File: src/hdl/ffaa_pkg.sv
package ffaa_pkg;
	localparam logic [1:0] OP_ALLOC = 2'd0;
	localparam logic [1:0] OP_FREE  = 2'd1;
	localparam logic [1:0] OP_RESET = 2'd2;

	localparam logic [1:0] ST_OK       = 2'd0;
	localparam logic [1:0] ST_OOM      = 2'd1;
	localparam logic [1:0] ST_FULL     = 2'd2;
	localparam logic [1:0] ST_NOTFOUND = 2'd3;

	localparam logic [31:0] ARENA_SIZE_RST = 32'd65536;

	typedef struct packed {
		logic [31:0] largest;
		logic [31:0] allocated;
		logic [31:0] unallocated;
		logic [31:0] fragmented;
		logic [31:0] unusable;
	} stats_t;
endpackage

File: src/hdl/ffaa_gap_acc.sv
module ffaa_gap_acc import ffaa_pkg::*; #(
	parameter int BLOCK_HDR_BYTES = 32
) (
	input  logic        clk,
	input  logic        arst_n,
	input  logic        clr,
	input  logic        add_en,
	input  logic [33:0] gap,
	input  logic        inner,
	input  logic [31:0] length,
	input  logic        len_en,
	output stats_t      stats
);
	localparam logic [33:0] HDR = 34'(BLOCK_HDR_BYTES);
	logic [33:0] largest_q, alloc_q, unalloc_q, frag_q, unuse_q;
	logic        usable;
	logic [33:0] avail;

	assign usable = gap > HDR;
	assign avail = usable ? gap - HDR : '0;

	function automatic logic [33:0] sadd(input logic [33:0] a, input logic [33:0] b);
		logic [34:0] s;
		s = {1'b0, a} + {1'b0, b};
		return (s > 35'h0FFFFFFFF) ? 34'h0FFFFFFFF : s[33:0];
	endfunction

	function automatic logic [31:0] sat(input logic [33:0] v);
		return (v > 34'h0FFFFFFFF) ? 32'hFFFFFFFF : v[31:0];
	endfunction

	always_ff @(posedge clk or negedge arst_n) begin
		if (!arst_n) begin
			largest_q <= '0;
			alloc_q <= '0;
			unalloc_q <= '0;
			frag_q <= '0;
			unuse_q <= '0;
		end else if (clr) begin
			largest_q <= '0;
			alloc_q <= '0;
			unalloc_q <= '0;
			frag_q <= '0;
			unuse_q <= '0;
		end else begin
			if (add_en) begin
				unalloc_q <= sadd(unalloc_q, avail);
				if (!usable)
					unuse_q <= sadd(unuse_q, gap);
				else if (inner)
					frag_q <= sadd(frag_q, avail);
				if (avail > largest_q)
					largest_q <= avail;
			end
			if (len_en)
				alloc_q <= sadd(alloc_q, {2'b0, length});
		end
	end

	assign stats.largest = sat(largest_q);
	assign stats.allocated = sat(alloc_q);
	assign stats.unallocated = sat(unalloc_q);
	assign stats.fragmented = sat(frag_q);
	assign stats.unusable = sat(unuse_q);
endmodule

File: config.mk
export PLATFORM = sky130hd
export DESIGN_NAME = ffaa_gap_acc
export DESIGN_NICKNAME = d
export VERILOG_FILES = /design/src/hdl/ffaa_pkg.sv /design/src/hdl/ffaa_gap_acc.sv
export SDC_FILE = /design/constraint.sdc
export NUM_CORES = 1
export LEC_CHECK = 0
export BUFFER_PORTS_ARGS = -buffer_cell sky130_fd_sc_hd__clkbuf_2
export CAP_MARGIN = 20
export CORE_ASPECT_RATIO = 0.8
export CORE_MARGIN = 10
export CORE_UTILIZATION = 40
export DETAILED_ROUTE_END_ITERATION = 10
export GPL_ROUTABILITY_DRIVEN = 0
export HOLD_SLACK_MARGIN = 0.06
export SLEW_MARGIN = 20
export SYNTH_ARGS = -nofsm -noshare
export SYNTH_HDL_FRONTEND = slang
export SYNTH_SLANG_ARGS = --single-unit
File: constraint.sdc
create_clock -name clk -period 3.65 [get_ports clk]
set_clock_uncertainty 0.05 [all_clocks]
set_input_delay 0.73 -clock clk [delete_from_list [all_inputs] [get_ports clk]]
set_output_delay 0.73 -clock clk [all_outputs]
set_load 0.05 [all_outputs]
# Word level (Yosys, flattened, before mapping)

Cells that the tools add are included.

Bits in registers: 170
Output and inout bits: 160
Logic and storage cells: 54
Input port bits: 72

Magnitude comparators: 11
Add/subtract/negate cells: 5
Equality and inequality tests: 1
Multiplexer cells: 24
Reductions and logical operators: 8

Operator list:

| kind                                                  | number |
|---|---|
| 2-to-1 mux 34 bit                                     | 19 |
| > comparator 34 x 32 -> 1 bit (second input constant) | 5 |
| 2-to-1 mux 32 bit                                     | 5 |
| > comparator 35 x 32 -> 1 bit (second input constant) | 4 |
| adder 34 x 34 -> 35 bit                               | 3 |
| adder 34 x 32 -> 35 bit                               | 1 |
| > comparator 34 bit                                   | 1 |
| > comparator 34 x 6 -> 1 bit (second input constant)  | 1 |
| subtractor 34 x 6 -> 34 bit (second input constant)   | 1 |
| nonzero test 2 bit                                    | 5 |
| AND reduction 2 bit                                   | 2 |
| AND reduction 3 bit                                   | 1 |
| inequality test 2 bit (second input constant)         | 1 |

# Logic depth before layout (Yosys ltp)

Gate-level depths: netlist of run 1.

Word-level depth: 9
Depth in mapped cells: 21
Depth with buffers taken out: 19

# Worst setup path before layout of run 1

OpenSTA, ideal clock, no wires.

Path kind: input to register
Start point: in gap[3]
End point: reg frag_q[31]
Path buffers: 6
Slack: -1.877 ns
Data arrival time: 5.336 ns
Data required time: 3.459 ns
Cell stages on the path: 21
Cell sequence: buf_2 -> or2_2 -> o41ai_2 -> and4_1 -> buf_2 -> clkbuf_1 -> clkbuf_1 -> nor2_1 -> ha_1 -> and3_1 -> clkbuf_1 -> and2_1 -> a311o_1 -> a221o_1 -> a2bb2oi_1 -> o311ai_1 -> xor2_1 -> or4_4 -> nor2_4 -> buf_4 -> a31oi_1

Cells in the longest elaborated chain, start to end: 9
Elaborated cells on any way between the ends: 12

Ends and longest elaborated chain:

| what                                                                               | RTL line                               | RTL |
|---|---|---|
| from (decl)                                                                        | ffaa_gap_acc.sv:8                      | `input logic [33:0] gap,` |
| subtractor 34 x 6 -> 34 bit / > comparator 34 x 6 -> 1 bit (equally long branches) | ffaa_gap_acc.sv:20, ffaa_gap_acc.sv:19 |  |
| 2-to-1 mux 34 bit                                                                  | ffaa_gap_acc.sv:20                     | `assign avail = usable ? gap - HDR : '0;` |
| adder 34 x 34 -> 35 bit                                                            | ffaa_gap_acc.sv:24                     | `s = {1'b0, a} + {1'b0, b};` |
| > comparator 35 x 32 -> 1 bit                                                      | ffaa_gap_acc.sv:25                     | `return (s > 35'h0FFFFFFFF) ? 34'h0FFFFFFFF : s[33:0];` |
| 2-to-1 mux 34 bit                                                                  | ffaa_gap_acc.sv:25                     |  |
| 2-to-1 mux 34 bit                                                                  | ffaa_gap_acc.sv:50                     | `else if (inner)` |
| 2-to-1 mux 34 bit                                                                  | ffaa_gap_acc.sv:48                     | `if (!usable)` |
| 2-to-1 mux 34 bit                                                                  | ffaa_gap_acc.sv:46                     | `if (add_en) begin` |
| 2-to-1 mux 34 bit                                                                  | ffaa_gap_acc.sv:39                     | `end else if (clr) begin` |
| to (signal assigned)                                                               | ffaa_gap_acc.sv:51                     | `frag_q <= sadd(frag_q, avail);` |
| to (decl)                                                                          | ffaa_gap_acc.sv:15                     | `logic [33:0] largest_q, alloc_q, unalloc_q, frag_q, unuse_q;` |

Several ways; a longest one is shown, not always the timed one. The select of a mux whose other input is x is not followed.
A chain may end at the register's enable or synchronous reset.

# Worst setup path in the final report of run 1

Start point: in gap[16]
End point: reg frag_q[21]

The elaborated chain is that of the path after synthesis.

==> metrics.json, run 1 <==
{
  "status": "finished, violations left",
  "failed_checks": "setup timing",
  "crit_path_start_kind": "primary input",
  "endpoint_of_the_worst_register_to_register_path": "unuse_q[21]",
  "cts_sinks": 170,
  "min-delay-path-class": "in2async",
  "clk_path_buf_depth": 2,
  "antenna_violating_nets_post_route": 0,
  "ys_ff_latch": 170,
  "period_needed_ns": 4.70,
  "via_count": 18700,
  "power.clock.fraction_pct": 23.7,
  "combinationalPowerShare_pct": 50.4,
  "wire_length_of_the_first_global_routing_pass_mm": 103,
  "drt-vias-per-instance": 5.81,
  "edff_count_synth": 0,
  "fp-row-count": 66,
  "finalSetupTns_ns": -92.30,
  "drt_first_iter_violations": 1749,
  "cell_area_after_placement_mm2": 0.0220,
  "core_mm2": 0.0409,
  "cellInternalPower_mw": 4.92,
  "synth.avg_cell_area_um2": 8.23,
  "place.detailed.hpwl_mm": 51.9,
  "final_layout_size_suffix_gt1_share_pct": 36.1,
  "area_enclosed_by_the_die_boundary_mm2": 0.0502,
  "hold_buffers": 0,
  "synthDominantCellAreaShare_pct": 25.6,
  "timing.final.ws_setup_ns": -1.05,
  "totalWireLength_mm": 67.1,
  "path_max_fanout": 7,
  "timing_worst_setup_path_type": "in2reg",
  "pin_count": 232,
  "power.share.sequential_pct": 25.9,
  "crit_required_ns": 3.93,
  "setup.worst_path.end_class": "flop",
  "chipHeight_um": 202,
  "routedWlPerCell_um": 20.9,
  "track_usage_pct": 25.8,
  "insertion_delay_ns": 0.47,
  "area_growth_pct": 42.6,
  "yosys.area.top_type": "sky130_fd_sc_hd__dfrtp_1",
  "post_synth_inst_count": 2022,
  "cts_root_buf": "sky130_fd_sc_hd__clkbuf_16",
  "detailedRoute.firstPassIterationCount": 6,
  "synth.area.top_cells": "sky130_fd_sc_hd__dfrtp_1 26%, sky130_fd_sc_hd__ha_1 12%, sky130_fd_sc_hd__or3_1 5.2%",
  "power.switching_mw": 3.47,
  "synth_sequential_area_ratio_pct": 25.6,
  "path_clk_slew_ns": 0.06,
  "timing.reg2reg.setup_slack_ns": 0.09,
  "grt_setup_unrepaired": "true",
  "slew_violations": 0,
  "grt-ovfl-total": 0,
  "netSwitchingFraction_pct": 41.4,
  "fillerInstances": 3649,
  "drc": 0,
  "design.final.nets": 2895,
  "seqCellArea_mm2": 0.00426,
  "clock.fmax_mhz": 213,
  "leakage_nw": 12.2,
  "slew_at_the_pin_closest_to_its_max_slew_limit_ns": 1.02,
  "die-width_um": 248,
  "arrival_ns": 4.99,
  "layout.cell_area.non_filler_mm2": 0.0237,
  "antenna_cells": 0,
  "final_min_period_over_clock_period_pct": 129,
  "reg2reg_depth": 14,
  "report.final.setup_viol": 127,
  "mappedNetlistNets": 2259,
  "drv_cap": 0,
  "synth-warning-count": 0,
  "port_buffers": 231,
  "cts-buffers-inserted": 17,
  "starting_utilization_of_the_core_area_pct": 40.7,
  "slew_headroom_pct": 31.8,
  "synth_flop_cell": "sky130_fd_sc_hd__dfrtp_1",
  "netlist_area_mm2": 0.0166,
  "synthArstFlopShare_pct": 100,
  "power.density_cell_area_mw_per_mm2": 354,
  "synth.distinct_cells": 80,
  "irDropWorstVdd_v": 0.000363,
  "first_global_vias": 18100,
  "grt_start_max_net_pins": 122,
  "cts_tree": "built",
  "timing.rr.start": "unuse_q[0]",
  "final_hold_violating_endpoints": 0,
  "cts.htree.levels": 4,
  "multi_input_area_mm2": 0.0126,
  "grt_antenna_before_repair": 1
}
Yosys cell counts, types with 7 or more instances:
cell / instances
sky130_fd_sc_hd__a311oi_1: 22
sky130_fd_sc_hd__o211ai_1: 14
sky130_fd_sc_hd__nand3_1: 57
sky130_fd_sc_hd__inv_1: 65
sky130_fd_sc_hd__or2_2: 10
sky130_fd_sc_hd__o21a_1: 13
sky130_fd_sc_hd__a31oi_1: 55
sky130_fd_sc_hd__buf_2: 7
sky130_fd_sc_hd__a31o_2: 7
sky130_fd_sc_hd__nor4_1: 9
sky130_fd_sc_hd__nand2b_1: 18
sky130_fd_sc_hd__and2_1: 18
sky130_fd_sc_hd__nor3b_1: 12
sky130_fd_sc_hd__a21oi_1: 135
sky130_fd_sc_hd__xor2_1: 76
sky130_fd_sc_hd__mux2i_1: 35
sky130_fd_sc_hd__a21o_1: 114
sky130_fd_sc_hd__o221a_2: 11
sky130_fd_sc_hd__a221oi_1: 7
sky130_fd_sc_hd__nor2b_1: 18
sky130_fd_sc_hd__o21bai_1: 11
sky130_fd_sc_hd__clkbuf_1: 117
sky130_fd_sc_hd__a41oi_1: 8
sky130_fd_sc_hd__nand2_1: 78
sky130_fd_sc_hd__o221ai_1: 7
sky130_fd_sc_hd__o21ai_0: 99
sky130_fd_sc_hd__xnor2_1: 74
sky130_fd_sc_hd__nor3_1: 27
sky130_fd_sc_hd__or3_1: 138
sky130_fd_sc_hd__dfrtp_1: 170
sky130_fd_sc_hd__ha_1: 163
sky130_fd_sc_hd__nand4_1: 34
sky130_fd_sc_hd__a211oi_1: 68
sky130_fd_sc_hd__and3_1: 22
sky130_fd_sc_hd__nor2_1: 190
state kept, by name (all words and copies together), names as in the netlist:
register,flops
unalloc_q,34
frag_q,34
alloc_q,34
unuse_q,34
largest_q,34
worst max-delay path, stage by stage:
cell	delay, ns
sky130_fd_sc_hd__buf_6	0.09
sky130_fd_sc_hd__or4_4	0.58
sky130_fd_sc_hd__and4bb_4	0.38
sky130_fd_sc_hd__and4_4	0.24
sky130_fd_sc_hd__buf_12	0.13
sky130_fd_sc_hd__buf_8	0.13
sky130_fd_sc_hd__nor2_4	0.06
sky130_fd_sc_hd__ha_4	0.22
sky130_fd_sc_hd__a21o_1	0.16
sky130_fd_sc_hd__o21bai_4	0.17
sky130_fd_sc_hd__a311o_1	0.30
sky130_fd_sc_hd__a221o_1	0.35
sky130_fd_sc_hd__a2bb2oi_2	0.17
sky130_fd_sc_hd__o311ai_2	0.11
sky130_fd_sc_hd__xor2_1	0.16
sky130_fd_sc_hd__or4_4	0.45
sky130_fd_sc_hd__nor2_4	0.19
sky130_fd_sc_hd__buf_12	0.14
sky130_fd_sc_hd__clkbuf_16	0.14
sky130_fd_sc_hd__a31oi_1	0.07
power by group through the flow:
stage | Combinational [mW] | Clock [mW] | Sequential (mW)
after global routing | 4.54 | 2.08 | 2.19
after CTS | 4.03 | 2.01 | 2.17
final | 4.23 | 1.99 | 2.18
after floorplan | 2.47 | 0 | 2.13
after global placement | 3.85 | 0 | 2.19
after detailed placement | 3.90 | 0 | 2.20
metrics by stage:
| step | worst slack (ns) | hold slack, ns | std cells | util, % | power, mW |
|---|---|---|---|---|---|
| 2_1_floorplan | -1.49 | 0.384 | 2022 | - | 4.60 |
| 3_3_place_gp | -1.61 | 0.451 | 3152 | 53.8 | 6.04 |
| 3_5_place_dp | -1.69 | 0.458 | 3152 | 53.8 | 6.10 |
| 4_1_cts | -0.934 | 0.184 | 3200 | 56.4 | 8.20 |
| 5_1_grt | -1.13 | 0.195 | 3212 | 58.0 | 8.81 |
| 6_report | -1.05 | 0.159 | 3212 | 58.0 | 8.40 |
area by class of cell:
cell class              count  share of cell area [%]
multi-input cells        1656                    53.1
repair buffers            748                    22.5
flip-flops and latches    170                    17.9
well taps                 544                    2.87
clock buffers              21                    1.94
inverters                  65                    1.03
clock inverters             8                   0.612
logic make-up after synthesis:
kind of cell	Yosys count	share of synthesized area, %
DFF	170	25.6
AOI/OAI and AO/OA	648	26.6
and+or+nand+nor	650	20.3
muxes	37	2.24
xor gates and xnor gates	150	7.90
adders and majority gates	171	12.9
buffers and inverters	196	4.59
worst max-delay path by stage:
| stage | startpoint | endpoint | cells after the start |
|---|---|---|---|
| 6_report | gap[16] | frag_q[21] | 20 |
| 5_1_grt | gap[16] | frag_q[23] | 20 |
| 4_1_cts | gap[15] | frag_q[16] | 20 |
| 3_5_place_dp | gap[16] | frag_q[10] | 18 |
| 3_3_place_gp | gap[20] | unalloc_q[3] | 20 |
| 2_1_floorplan | gap[16] | frag_q[22] | 20 |
metal layers:
| metal | track usage, % | wire [um] |
|---|---|---|
| met1 | 37.0 | 31400 |
| met2 | 38.7 | 29700 |
| met3 | 5.51 | 4910 |
| met4 | 5.78 | 1060 |
| met5 | 0 | 9 |
placed cells by master (no fill, tap or decap), drive strengths merged, types with 7 or more instances in the layout:
cell type  count
a211oi        69
a21o         114
a21oi        136
a221oi         7
a311oi        22
a31o           7
a31oi         55
a41oi          9
and2          18
and3          22
buf          517
clkbuf       252
dfrtp        170
ha           163
inv           65
mux2i         35
nand2         78
nand2b        18
nand3         57
nand4         35
nor2         192
nor2b         18
nor3          28
nor3b         12
nor4           9
o211ai        14
o21a          13
o21ai        101
o21bai        11
o221a         11
o221ai         7
o31ai          7
o41ai          7
or2           10
or3          138
xnor2         74
xor2          76
timing repair:
action / CTS / global route
setup endpoints to repair: 162 / 162
cloned: 1 / 4
pin swaps: 31 / 32
resized for setup: 65 / 82
setup buffers: 19 / 10
Power figures use the tool's default switching activity.
==> run 2: changes to the inputs <==
Settings changed: SKIP_LAST_GASP set to 1, SLEW_MARGIN 20 to 5.
==> metrics.json, run 2 (same netlist as run 1, synthesis figures left out) <==
{
  "period_needed": {"value": 4.74, "unit": "ns", "change": "+0.0320 ns"},
  "slew_headroom": {"value": 31.5, "unit": "%", "change": "-0.37 points"},
  "area_enclosed_by_the_die_boundary": {"value": 0.0502, "unit": "mm2", "change": "unchanged"},
  "irDropWorstVdd": {"value": 0.000364, "unit": "V", "change": "+0.34%"},
  "dpl_worst_slack": {"value": -1.69, "unit": "ns", "change": "unchanged"},
  "drv_cap": {"value": 0, "change": "unchanged"},
  "grt_setup_unrepaired": "true",
  "routedWlPerCell": {"value": 21.0, "unit": "um", "change": "+0.47%"},
  "failed_checks": "setup timing",
  "min-delay-path-class": "in2async",
  "port_buffers": {"value": 231, "change": "unchanged"},
  "totalWireLength": {"value": 67.6, "unit": "mm", "change": "+0.69%"},
  "cts_tree": "built",
  "via_count": {"value": 18700, "change": "+0.048%"},
  "finalSetupTns": {"value": -93.34, "unit": "ns", "change": "-1.04 ns"},
  "power.density_cell_area": {"value": 351, "unit": "mW/mm2", "change": "-0.89%"},
  "clk_path_buf_depth": {"value": 2, "change": "unchanged"},
  "grt_start_max_net_pins": {"value": 122, "change": "unchanged"},
  "insertion_delay": {"value": 0.47, "unit": "ns", "change": "about the same"},
  "timing_worst_setup_path_type": "in2reg",
  "wire_length_of_the_first_global_routing_pass": {"value": 103, "unit": "mm", "change": "-0.45%"},
  "die-width": {"value": 248, "unit": "um", "change": "unchanged"},
  "crit_required": {"value": 3.93, "unit": "ns", "change": "about the same"},
  "first_global_vias": {"value": 18100, "change": "-0.083%"},
  "antenna_cells": {"value": 0, "change": "unchanged"},
  "hold-worst-slack": {"value": 0.162, "unit": "ns", "change": "+0.00302 ns"},
  "layout.cell_area.non_filler": {"value": 0.0240, "unit": "mm2", "change": "+1.3%"},
  "cell_area_after_placement": {"value": 0.0220, "unit": "mm2", "change": "unchanged"},
  "final_min_period_over_clock_period": {"value": 130, "unit": "%", "change": "+0.88 points"},
  "setup.worst_path.end_class": "flop",
  "drc": {"value": 0, "change": "unchanged"},
  "fp-row-count": {"value": 66, "change": "unchanged"},
  "path_clk_slew": {"value": 0.06, "unit": "ns", "change": "about the same"},
  "clock.fmax": {"value": 211, "unit": "MHz", "change": "-0.68%"},
  "chipHeight": {"value": 202, "unit": "um", "change": "unchanged"},
  "cts.htree.levels": {"value": 4, "change": "unchanged"},
  "drt-vias-per-instance": {"value": 5.80, "change": "-0.17%"},
  "report.final.setup_viol": {"value": 98, "change": "-23%"},
  "grt_antenna_before_repair": {"value": 3, "change": "+2"},
  "grt-ovfl-total": {"value": 0, "change": "unchanged"},
  "slew_violations": {"value": 0, "change": "unchanged"},
  "timing.final.ws_setup": {"value": -1.09, "unit": "ns", "change": "-0.0320 ns"},
  "drt_first_iter_violations": {"value": 1611, "change": "-7.9%"},
  "design.final.nets": {"value": 2902, "change": "+0.24%"},
  "cts-buffers-inserted": {"value": 17, "change": "unchanged"},
  "antenna_violating_nets_post_route": {"value": 0, "change": "unchanged"},
  "final_cell_mix": "486 x sky130_fd_sc_hd__buf_4, 227 x sky130_fd_sc_hd__clkbuf_2, 171 x sky130_fd_sc_hd__nor2_1",
  "status": "finished, violations left",
  "area_growth_pct": 44.4,
  "track_usage": {"value": 25.8, "unit": "%", "change": "about the same"},
  "pin_count": {"value": 232, "change": "unchanged"},
  "core": {"value": 0.0409, "unit": "mm2", "change": "unchanged"},
  "final_layout_size_suffix_gt1_share": {"value": 36.8, "unit": "%", "change": "+0.77 points"},
  "final_hold_violating_endpoints": {"value": 0, "change": "unchanged"},
  "path_max_fanout": {"value": 8, "change": "+1"},
  "cts_root_buf": "sky130_fd_sc_hd__clkbuf_16",
  "power": {"value": 8.43, "unit": "mW", "change": "+0.42%"},
  "layout_commonest_cell": "sky130_fd_sc_hd__buf_4",
  "hold_buffers": {"value": 0, "change": "unchanged"},
  "detailedRoute.firstPassIterationCount": {"value": 6, "change": "unchanged"},
  "cts_sinks": {"value": 170, "change": "unchanged"},
  "arrival": {"value": 5.02, "unit": "ns", "change": "+0.03 ns"},
  "starting_utilization_of_the_core_area": {"value": 40.7, "unit": "%", "change": "unchanged"},
  "leakage": {"value": 12.3, "unit": "nW", "change": "+1.1%"},
  "place.detailed.hpwl": {"value": 51.9, "unit": "mm", "change": "unchanged"},
  "slew_at_the_pin_closest_to_its_max_slew_limit": {"value": 1.03, "unit": "ns", "change": "+0.00549 ns"},
  "crit_path_start_kind": "primary input"
}
[run 2: changes by cell type in the layout (fill, tap and decap cells not counted), moves of 3 or more]
cell                       change
sky130_fd_sc_hd__a211oi_2      -3
sky130_fd_sc_hd__a21oi_1       -3
sky130_fd_sc_hd__a21oi_4       +3
sky130_fd_sc_hd__buf_6         +3
sky130_fd_sc_hd__nor2_4        +4
sky130_fd_sc_hd__o221a_2       -6
sky130_fd_sc_hd__o221a_4       +6
sky130_fd_sc_hd__o31ai_1       -3
sky130_fd_sc_hd__o31ai_2       +3
[run 2: repair_timing]
item                       in CTS  in global routing
setup buffers                  19                 15
gates cloned                    1                  5
gates resized for setup        48                144
setup endpoints to repair     162                162
pin swaps                      20                 70
[run 2: cell type report]
cell class	count	area, um2
Clock buffer	21	460
Inverter	65	244
Sequential cell	170	4250
Clock inverter	8	145
Timing Repair Buffer	755	5460
Multi-Input combinational cell	1656	12800
Fill cell	3595	16800
Tap cell	544	681
[run 2: worst paths after layout]
kind / start / endpoint / slack, ns / cells past startpoint
worst max-delay path: gap[16] / frag_q[21] / -1.09 / 20
worst min-delay path: arst_n / frag_q[6] / 0.16 / 1
worst max register to register: unuse_q[0] / unuse_q[22] / 0.13 / 14
worst min register to register: largest_q[7] / largest_q[7] / 0.47 / 2
max in group asynchronous: arst_n / frag_q[27] / 2.50 / 2
min in group clk: largest_q[7] / largest_q[7] / 0.47 / 2
[run 2: stage by stage]
stage               cells  util [%]
floorplan            2022         -
finish               3219      58.8
detailed placement   3152      53.8
global route         3219      58.8
CTS                  3200      56.2
global placement     3152      53.8
[run 2: metal layers]
metal  track usage [%]  vias to the layer above  wire [um]
li1                  -                     8844          -
met3              7.05                       87       5620
met4              6.18                        6       1270
met2              38.5                      664      29800
met1              36.1                     9083      30800
met5                 0                        -         31
[run 2: power by group]
| group | switching (mW) | internal [mW] | leakage (nW) |
|---|---|---|---|
| Clock | 0.811 | 1.17 | 0.291 |
| Combinational | 2.52 | 1.76 | 9.78 |
| Sequential | 0.155 | 2.02 | 2.26 |
| Total | 3.48 | 4.95 | 12.3 |
[run 2: critical path: stages]
cell and delay (ns):
sky130_fd_sc_hd__buf_6 0.09, sky130_fd_sc_hd__or4_4 0.58, sky130_fd_sc_hd__and4bb_4 0.38, sky130_fd_sc_hd__and4_4 0.24, sky130_fd_sc_hd__buf_12 0.13, sky130_fd_sc_hd__buf_8 0.13, sky130_fd_sc_hd__nor2_4 0.06, sky130_fd_sc_hd__ha_4 0.22
sky130_fd_sc_hd__a21o_1 0.16, sky130_fd_sc_hd__o21bai_4 0.17, sky130_fd_sc_hd__a311o_1 0.30, sky130_fd_sc_hd__a221o_1 0.35, sky130_fd_sc_hd__a2bb2oi_2 0.17, sky130_fd_sc_hd__o311ai_2 0.11, sky130_fd_sc_hd__xor2_1 0.16, sky130_fd_sc_hd__or4_4 0.46
sky130_fd_sc_hd__nor2_4 0.20, sky130_fd_sc_hd__buf_12 0.14, sky130_fd_sc_hd__clkbuf_16 0.14, sky130_fd_sc_hd__a31oi_1 0.08
